[config.mk]
export PLATFORM = sky130hd
export DESIGN_NAME = ws2812_tick_serializer
export DESIGN_NICKNAME = d
export VERILOG_FILES = /design/src/hdl/wts_pkg.sv /design/src/hdl/wts_core.sv /design/src/hdl/ws2812_tick_serializer.sv
export SDC_FILE = /design/constraint.sdc
export NUM_CORES = 1
export LEC_CHECK = 0
export ABC_CLOCK_PERIOD_IN_PS = 3050
export BUFFER_PORTS_ARGS = -buffer_cell sky130_fd_sc_hd__buf_4
export CORE_MARGIN = 8
export CORE_UTILIZATION = 40
export DETAILED_ROUTE_END_ITERATION = 8
export PLACE_DENSITY = 0.72
export SYNTH_ARGS = -nofsm -noshare
export SYNTH_HDL_FRONTEND = slang
export SYNTH_SLANG_ARGS = --single-unit
[constraint.sdc]
create_clock -name clk_i -period 3.05 [get_ports clk_i]
set_clock_uncertainty 0.1 [all_clocks]
set_input_delay 0.1525 -clock clk_i [delete_from_list [all_inputs] [get_ports clk_i]]
set_output_delay 0.1525 -clock clk_i [all_outputs]
set_load 0.005 [all_outputs]
[src/hdl/wts_pkg.sv]
package wts_pkg;

  localparam int MaxPixels = 256;
  localparam int PixW      = $clog2(MaxPixels + 1);
  localparam int BytesW    = $clog2(3 * MaxPixels + 1);
  localparam int PhaseW    = 5;
  localparam int SlotW     = 4;

  localparam int PreambleEnd = 10;
  localparam int ZeroEnd     = 8;
  localparam int OneEnd      = 16;
  localparam int BitEnd      = 25;
  localparam int LastSlot    = 8;

  localparam logic [8:0] LedCountReset = 9'd8;

  typedef enum logic [1:0] {
    OP_TICK   = 2'd0,
    OP_SET    = 2'd1,
    OP_UPDATE = 2'd2
  } opcode_e;

  // byte lane of the frame colour, from the byte count modulo three
  typedef enum logic [1:0] {
    LANE_GREEN = 2'd0,
    LANE_BLUE  = 2'd1,
    LANE_RED   = 2'd2
  } lane_e;

  typedef struct packed {
    logic              tick;
    logic              load;
    logic [BytesW-1:0] load_bytes;
  } wts_cmd_t;

  typedef struct packed {
    logic line;
    logic busy;
  } wts_stat_t;

endpackage

[src/hdl/wts_core.sv]
module wts_core
  import wts_pkg::*;
(
  input  logic        clk_i,
  input  logic        rst_ni,
  input  wts_cmd_t    cmd_i,
  input  logic [23:0] frame_colour_i,
  output wts_stat_t   stat_o
);

  logic [BytesW-1:0] bytes_q, bytes_d;
  lane_e             lane_q, lane_d;
  logic [SlotW-1:0]  slot_q, slot_d;
  logic [PhaseW-1:0] phase_q, phase_d;
  logic              running_q, running_d;
  logic              line_q, line_d;

  logic [7:0] cur_byte;
  logic [2:0] bit_idx;
  logic       cur_bit;

  always_comb begin
    case (lane_q)
      LANE_GREEN: cur_byte = frame_colour_i[23:16];
      LANE_RED:   cur_byte = frame_colour_i[15:8];
      LANE_BLUE:  cur_byte = frame_colour_i[7:0];
      default:    cur_byte = 8'd0;
    endcase
  end

  // slot 1 is the MSB, slot 8 the LSB
  assign bit_idx = 3'(SlotW'(LastSlot) - slot_q);
  assign cur_bit = (slot_q >= SlotW'(1)) && (slot_q <= SlotW'(LastSlot)) && cur_byte[bit_idx];

  always_comb begin
    bytes_d   = bytes_q;
    lane_d    = lane_q;
    slot_d    = slot_q;
    phase_d   = phase_q;
    running_d = running_q;
    line_d    = line_q;
    if (cmd_i.load) begin
      bytes_d   = cmd_i.load_bytes;
      lane_d    = LANE_GREEN;
      running_d = 1'b1;
    end else if (cmd_i.tick && running_q) begin
      if (bytes_q == '0) begin
        slot_d    = '0;
        phase_d   = '0;
        running_d = 1'b0;
      end else if (slot_q == '0) begin
        line_d = 1'b0;
        if (phase_q >= PhaseW'(PreambleEnd)) begin
          slot_d  = SlotW'(1);
          phase_d = PhaseW'(1);
        end else begin
          phase_d = phase_q + PhaseW'(1);
        end
      end else begin
        line_d = (phase_q <= PhaseW'(ZeroEnd)) ||
                 (cur_bit && (phase_q <= PhaseW'(OneEnd)));
        if (phase_q >= PhaseW'(BitEnd)) begin
          phase_d = PhaseW'(1);
          if (slot_q >= SlotW'(LastSlot)) begin
            slot_d  = SlotW'(1);
            bytes_d = bytes_q - BytesW'(1);
            // track the count modulo three: 0 -> 2 -> 1 -> 0
            case (lane_q)
              LANE_GREEN: lane_d = LANE_RED;
              LANE_RED:   lane_d = LANE_BLUE;
              LANE_BLUE:  lane_d = LANE_GREEN;
              default:    lane_d = LANE_GREEN;
            endcase
          end else begin
            slot_d = slot_q + SlotW'(1);
          end
        end else begin
          phase_d = phase_q + PhaseW'(1);
        end
      end
    end
  end

  always_ff @(posedge clk_i or negedge rst_ni) begin
    if (!rst_ni) begin
      bytes_q   <= '0;
      lane_q    <= LANE_GREEN;
      slot_q    <= '0;
      phase_q   <= '0;
      running_q <= 1'b0;
      line_q    <= 1'b0;
    end else begin
      bytes_q   <= bytes_d;
      lane_q    <= lane_d;
      slot_q    <= slot_d;
      phase_q   <= phase_d;
      running_q <= running_d;
      line_q    <= line_d;
    end
  end

  assign stat_o.line = line_q;
  assign stat_o.busy = running_q;

endmodule

[src/hdl/ws2812_tick_serializer.sv]
// Channel  | Handshake                  | Payload
// ---------+----------------------------+------------------------------------
// in       | in_valid_i / in_ready_o    | opcode_i, red_i, green_i, blue_i
// out      | out_valid_o / out_ready_i  | line_level_o, busy_res_o
// cfg      | psel/penable/pwrite/pready | paddr, pwdata, prdata (led_count)
//
// One request per clock unless a stalled result holds in_ready_o low; each
// result shows in the cycle after its request. The waveform state registers
// are the result register, so in_ready_o drops only while a result waits and
// out_ready_i is low. Reset clears all state; led_count comes up at 8.
module ws2812_tick_serializer
  import wts_pkg::*;
(
  input  logic        clk_i,
  input  logic        rst_ni,
  input  logic        in_valid_i,
  output logic        in_ready_o,
  input  logic [1:0]  opcode_i,
  input  logic [7:0]  red_i,
  input  logic [7:0]  green_i,
  input  logic [7:0]  blue_i,
  output logic        out_valid_o,
  input  logic        out_ready_i,
  output logic        line_level_o,
  output logic        busy_res_o,
  input  logic        psel,
  input  logic        penable,
  input  logic        pwrite,
  input  logic [2:0]  paddr,
  input  logic [31:0] pwdata,
  output logic [31:0] prdata,
  output logic        pready
);

  logic [8:0]  led_cnt_q;
  logic [23:0] stored_q, stored_d;
  logic [23:0] frame_q, frame_d;
  logic        out_valid_q, out_valid_d;
  logic        in_acc;
  logic        cfg_wr;
  logic [PixW-1:0] n_px;
  wts_cmd_t    cmd;
  wts_stat_t   stat;

  assign pready = 1'b1;
  assign cfg_wr = psel && penable && pwrite && (paddr[2] == 1'b0);
  assign prdata = (paddr[2] == 1'b0) ? {23'd0, led_cnt_q} : 32'd0;

  always_ff @(posedge clk_i or negedge rst_ni) begin
    if (!rst_ni) begin
      led_cnt_q <= LedCountReset;
    end else if (cfg_wr) begin
      led_cnt_q <= pwdata[8:0];
    end
  end

  assign in_ready_o = !out_valid_q || out_ready_i;
  assign in_acc     = in_valid_i && in_ready_o;

  // saturate the pixel count, then three bytes per pixel
  assign n_px = (32'(led_cnt_q) > 32'(MaxPixels)) ? PixW'(MaxPixels) : PixW'(led_cnt_q);

  always_comb begin
    stored_d       = stored_q;
    frame_d        = frame_q;
    cmd.tick       = 1'b0;
    cmd.load       = 1'b0;
    cmd.load_bytes = BytesW'({n_px, 1'b0}) + BytesW'(n_px);
    if (in_acc) begin
      case (opcode_e'(opcode_i))
        OP_TICK:   cmd.tick = 1'b1;
        OP_SET:    stored_d = {green_i, red_i, blue_i};
        OP_UPDATE: begin
          frame_d  = stored_q;
          cmd.load = 1'b1;
        end
        default:   ;
      endcase
    end
  end

  always_comb begin
    out_valid_d = out_valid_q;
    if (in_acc) begin
      out_valid_d = 1'b1;
    end else if (out_ready_i) begin
      out_valid_d = 1'b0;
    end
  end

  always_ff @(posedge clk_i or negedge rst_ni) begin
    if (!rst_ni) begin
      stored_q    <= '0;
      frame_q     <= '0;
      out_valid_q <= 1'b0;
    end else begin
      stored_q    <= stored_d;
      frame_q     <= frame_d;
      out_valid_q <= out_valid_d;
    end
  end

  wts_core u_core (
    .clk_i          (clk_i),
    .rst_ni         (rst_ni),
    .cmd_i          (cmd),
    .frame_colour_i (frame_q),
    .stat_o         (stat)
  );

  assign out_valid_o  = out_valid_q;
  assign line_level_o = stat.line;
  assign busy_res_o   = stat.busy;

endmodule

# == Word-level counts from Yosys, hierarchy flattened ==
# Cells that the tools add are included.
# totals
in_bits,68
regBits,81
word_cells,98
out_inout_bits,37
# op_classes
n_addsub,5
n_reduce_logical,28
order_cmp,9
bitwise_logic,3
n_eq_ne,7
mux,36
# ops
op,count
$mux 10,6
$pmux 8 s3,1
$mux 4,5
$mux 5,4
$mux 9,2
$mux 2,7
$add 10x9->10,1
$logic_not 10->1,1
$reduce_bool 2->1,5
$sub 10x1->10 const B,1
$gt 9x9->1 const B,1
$mux 1,9
$logic_and 1x1->1,8
$reduce_and 2->1,4
$add 5x1->5 const B,1
$ge 5x4->1 const B,1
$ge 5x5->1 const B,1
$le 5x4->1 const B,1
$le 5x5->1 const B,1
$reduce_and 5->1,1
$add 4x1->4 const B,1
$eq 2x1->1 const B,2
$eq 2x2->1 const B,2
$ge 4x1->1 const B,1
16 further kinds,21

# == Depth between registers and ports, before layout ==
# depth
depth_word,8
mapped_depth,10
mapped_depth_nobuf,9

# == Hierarchy ==
# A second synthesis with hierarchy kept.
# hier_totals
hier_cells,393
area_unflattened_um2,4493.1
# modules_own_cells
mod,cells_per_inst,instances,area_per_inst_um2
ws2812_tick_serializer,206,1,2790.2
wts_core,187,1,1702.9

# == Least setup slack after synthesis ==
# No wires, ideal clock.
# synth_path
path_type,register to register
start,register led_cnt_q[8]
end,register u_core.bytes_q[9]
path_buffers,1
arrival_ns,2.085
setup_slack_ns,0.729
period_less_slack_ns,2.321
setup_time_ns,0.136
t_required_ns,2.814
stages_incl_launch_ff,11
path_cell_list,dfrtp_1 buf_2 clkinv_1 and3_1 ha_1 or3_1 a21oi_1 o21bai_1 a31oi_1 xnor2_1 mux2i_1
# synth_between
elab_chain_cells,4
# synth_lines
element,line_no,text
from (decl),ws2812_tick_serializer.sv:35,logic [8:0] led_cnt_q;
from (signal assigned),ws2812_tick_serializer.sv:51,led_cnt_q <= LedCountReset;
from (signal assigned),ws2812_tick_serializer.sv:53,led_cnt_q <= pwdata[8:0];
$gt 9x9->1,ws2812_tick_serializer.sv:61,assign n_px = (32'(led_cnt_q) > 32'(MaxPixels)) ? PixW'(MaxPixels) : PixW'(led_cnt_q);
$mux 9 *,ws2812_tick_serializer.sv:61,
$add 10x9->10 *,ws2812_tick_serializer.sv:68,"cmd.load_bytes = BytesW'({n_px, 1'b0}) + BytesW'(n_px);"
$mux 10 *,wts_core.sv:42,if (cmd_i.load) begin
to (signal assigned),wts_core.sv:93,bytes_q <= bytes_d;
to (decl),wts_core.sv:11,"logic [BytesW-1:0] bytes_q, bytes_d;"
# Every way passes the cells marked *; elsewhere a longest branch is shown, timed or not.
# A chain may end at the register's enable or synchronous reset.

# == Final worst setup path ==
# layout_path
start,register u_core.phase_q[1]
end,register u_core.bytes_q[4]
# layout_between
elab_chain_cells,3
# layout_lines
element,line_no,text
from (decl),wts_core.sv:14,"logic [PhaseW-1:0] phase_q, phase_d;"
from (signal assigned),wts_core.sv:96,phase_q <= phase_d;
$ge 5x5->1,wts_core.sv:62,if (phase_q >= PhaseW'(BitEnd)) begin
$reduce_bool 2->1 (no source line),--,
$reduce_and 5->1 (no source line),--,
# Every way passes these cells.

==> results.json <==
{
  "status": "finished clean",
  "ir_worst_vdd_uv": 421,
  "routed_wl_um": 9280,
  "core-area_um2": 10700,
  "first_iter_violations": 195,
  "worstPathMaxFanout": 11,
  "hold_ws_ns": 0.0837,
  "row_count": 38,
  "initial_utilization_pct": 40.6,
  "fin_tns_setup_ns": 0,
  "min_period_ns": 2.44,
  "max_freq_ghz": 0.410,
  "cp-end-kind": "flop",
  "numCtsBuffers": 9,
  "die_h_um": 120,
  "io_buffers": 55,
  "area_growth_pct": 23.5,
  "hold_violations": 0,
  "firstDrtPassIters": 4,
  "clock_latency_ns": 0.36,
  "clock_sinks": 81,
  "gp_congestion": 0.766,
  "synth_flop_cell": "dfrtp_1",
  "fillCellCount": 987,
  "postSynthAreaPerCell_um2": 9.79,
  "cts_setup_buffers": 0,
  "yosysSeqAreaShare_pct": 46.4,
  "powerDensity_nw_per_um2": 645,
  "cts_resized": 0,
  "tightest_slew_ns": 1.00,
  "rsz0062_at_grt": "false",
  "max_slew_margin_pct": 33.2,
  "antenna_found_initial": 0,
  "grt_usage_pct": 13.0,
  "leakagePower_nw": 2.51,
  "antennaDiodeCount": 0,
  "via_count": 3336,
  "ioPinCount": 105,
  "layout_setup_ws_ns": 0.612,
  "synth.cells.most_frequent": "nand2_1 (94), dfrtp_1 (80), mux2_2 (41), buf_4 (25), nor2_1 (19)",
  "ys_warn_count": 0,
  "routed_via_density": 4.96,
  "cts.clk_slew.worst_paths_ns": 0.09,
  "route.detailed.drc": 0,
  "yosys.area.top_type": "dfrtp_1",
  "final_util_pct": 50.2,
  "multi_input_area_um2": 2110,
  "die_w_um": 120,
  "power_w": 0.00348,
  "postRouteAntennaNets": 0,
  "synth_top_area_share_pct": 45.8,
  "setup_viol": 0,
  "die_area_um2": 14500,
  "hpwlAfterDp_um": 6390,
  "synth.distinct_cells": 57,
  "seq_area_um2": 2030,
  "synth_most_common_cell": "nand2_1",
  "wl_per_cell_um": 13.8,
  "clockRootBuffer": "clkbuf_8",
  "arrival_ns": 2.60,
  "grt_pass1_wl_um": 15400,
  "synth_edf_count": 0,
  "synth-async-reset-ratio_pct": 100,
  "syn-instance-count": 446,
  "grt_overflow": 0,
  "cts_buffer_depth": 2,
  "fin_crit_sh_pct": 79.9,
  "critPathKind": "flop to flop",
  "synthTopCellsByArea": "dfrtp_1 (46%), mux2_2 (11%), nand2_1 (8.1%)",
  "cp-start-kind": "flop",
  "syn_area_um2": 4370,
  "ys_seq_elements": 81,
  "hold_path_class": "primary input to flop",
  "critPathRequiredTime_ns": 3.21,
  "h-tree-depth": 3,
  "grt_max_degree": 82,
  "drv_slew": 0,
  "layout-drive-gt1-share_pct": 23.1,
  "cts_tree": "yes",
  "grt_pass1_vias": 3344,
  "nNetsFinal": 606,
  "max_cap_viol_count": 0,
  "post-place-ws_ns": 0.631,
  "hold_buffers": 35
}
==> path summary, 6_finish.rpt <==
check                                    endpoint  depth (start not counted)               from  slack [ns]
worst min register to register        frame_q[17]                          2       stored_q[17]        0.37
min in group asynchronous             stored_q[8]                          2             rst_ni        0.41
max in group asynchronous            led_cnt_q[8]                          2             rst_ni        1.81
worst max-delay path            u_core.bytes_q[4]                          8  u_core.phase_q[1]        0.61
worst min-delay path                  out_valid_o                          3        out_ready_i        0.08
worst max register to register  u_core.bytes_q[4]                          8  u_core.phase_q[1]        0.61
==> critical path: stages (launching register included) <==
cell	delay, ns
dfrtp_1	0.43
inv_1	0.09
ha_1	0.18
or4_4	0.53
and4_4	0.21
nand3_1	0.29
nand2_1	0.14
a21boi_0	0.15
o211a_1	0.21
==> routing by layer <==
| metal | GRT usage (%) | up-vias | part of all wire (%) |
|---|---|---|---|
| li1 | - | 1654 | - |
| met1 | 15.2 | 1584 | 43 |
| met2 | 22.2 | 87 | 49 |
| met3 | 3.73 | 11 | 6.0 |
| met4 | 4.92 | 0 | 1.5 |
| met5 | 0 | - | 0 |
==> kinds of logic after synthesis <==
logic type	after synthesis	synth area share (%)
other	2	0.172
muxes	44	11.3
adders and majority gates	10	2.87
and+or+nand+nor	177	19.3
DFF	81	46.4
buffers and inverters	54	7.05
xor gates and xnor gates	20	4.01
AOI/OAI and AO/OA	58	8.85
==> power breakdown <==
| group | switching [W] | internal, W | total [W] |
|---|---|---|---|
| registers | 0.000251 | 0.00135 | 0.00160 |
| logic | 0.000421 | 0.000491 | 0.000912 |
| clock network | 0.000416 | 0.000552 | 0.000968 |
| total | 0.00109 | 0.00239 | 0.00348 |
==> cell usage in the layout, fill, tap and decap left out, types with 2 or more instances in the layout <==
master / netlist / routed
nand2_1: 94 / 94
dfrtp_1: 80 / 80
buf_4: 25 / 59
mux2_2: 41 / 41
dlygate4sd3_1: 0 / 35
conb_1: 2 / 24
nor2_1: 19 / 19
o21ai_0: 17 / 17
nor2b_1: 14 / 14
a21oi_1: 11 / 11
xnor2_1: 10 / 10
xor2_1: 10 / 10
ha_1: 10 / 10
nor3_1: 9 / 9
clkbuf_8: 0 / 9
nand3_1: 8 / 8
a221oi_1: 8 / 8
inv_1: 7 / 7
nand2b_1: 6 / 6
nand4b_1: 4 / 4
nor4_1: 4 / 4
and3_1: 3 / 3
o211ai_1: 3 / 3
a31oi_1: 3 / 3
nand4_1: 3 / 3
mux2i_1: 3 / 3
bufinv_16: 0 / 3
clkinv_1: 2 / 2
o31ai_1: 2 / 2
or3_1: 2 / 2
clkinv_4: 0 / 2
inv_6: 0 / 2
==> flip-flops by register name (all words and copies together) (netlist names) <==
register          cells
frame_q              24
stored_q             24
u_core.bytes_q       10
led_cnt_q             9
u_core.phase_q        5
u_core.slot_q         4
u_core.lane_q         2
out_valid_o           1
u_core.line_q         1
u_core.running_q      1
==> per-stage QoR <==
step / std cells / instance area [um2]
5_1_grt: 673 / 5390
2_1_floorplan: 468 / 4450
3_5_place_dp: 622 / 4790
4_1_cts: 673 / 5390
3_3_place_gp: 622 / 4790
6_report: 673 / 5390
==> cell type report <==
class                      instances  area share [%]
clock buffer                       9            2.30
sequential                        81            37.6
multi-input combinational        333            39.2
clock inverter                     7            2.32
inverter                           9           0.626
timing repair buffer              94            14.7
tap                              140            3.25
(Power assumes the default switching activity.)
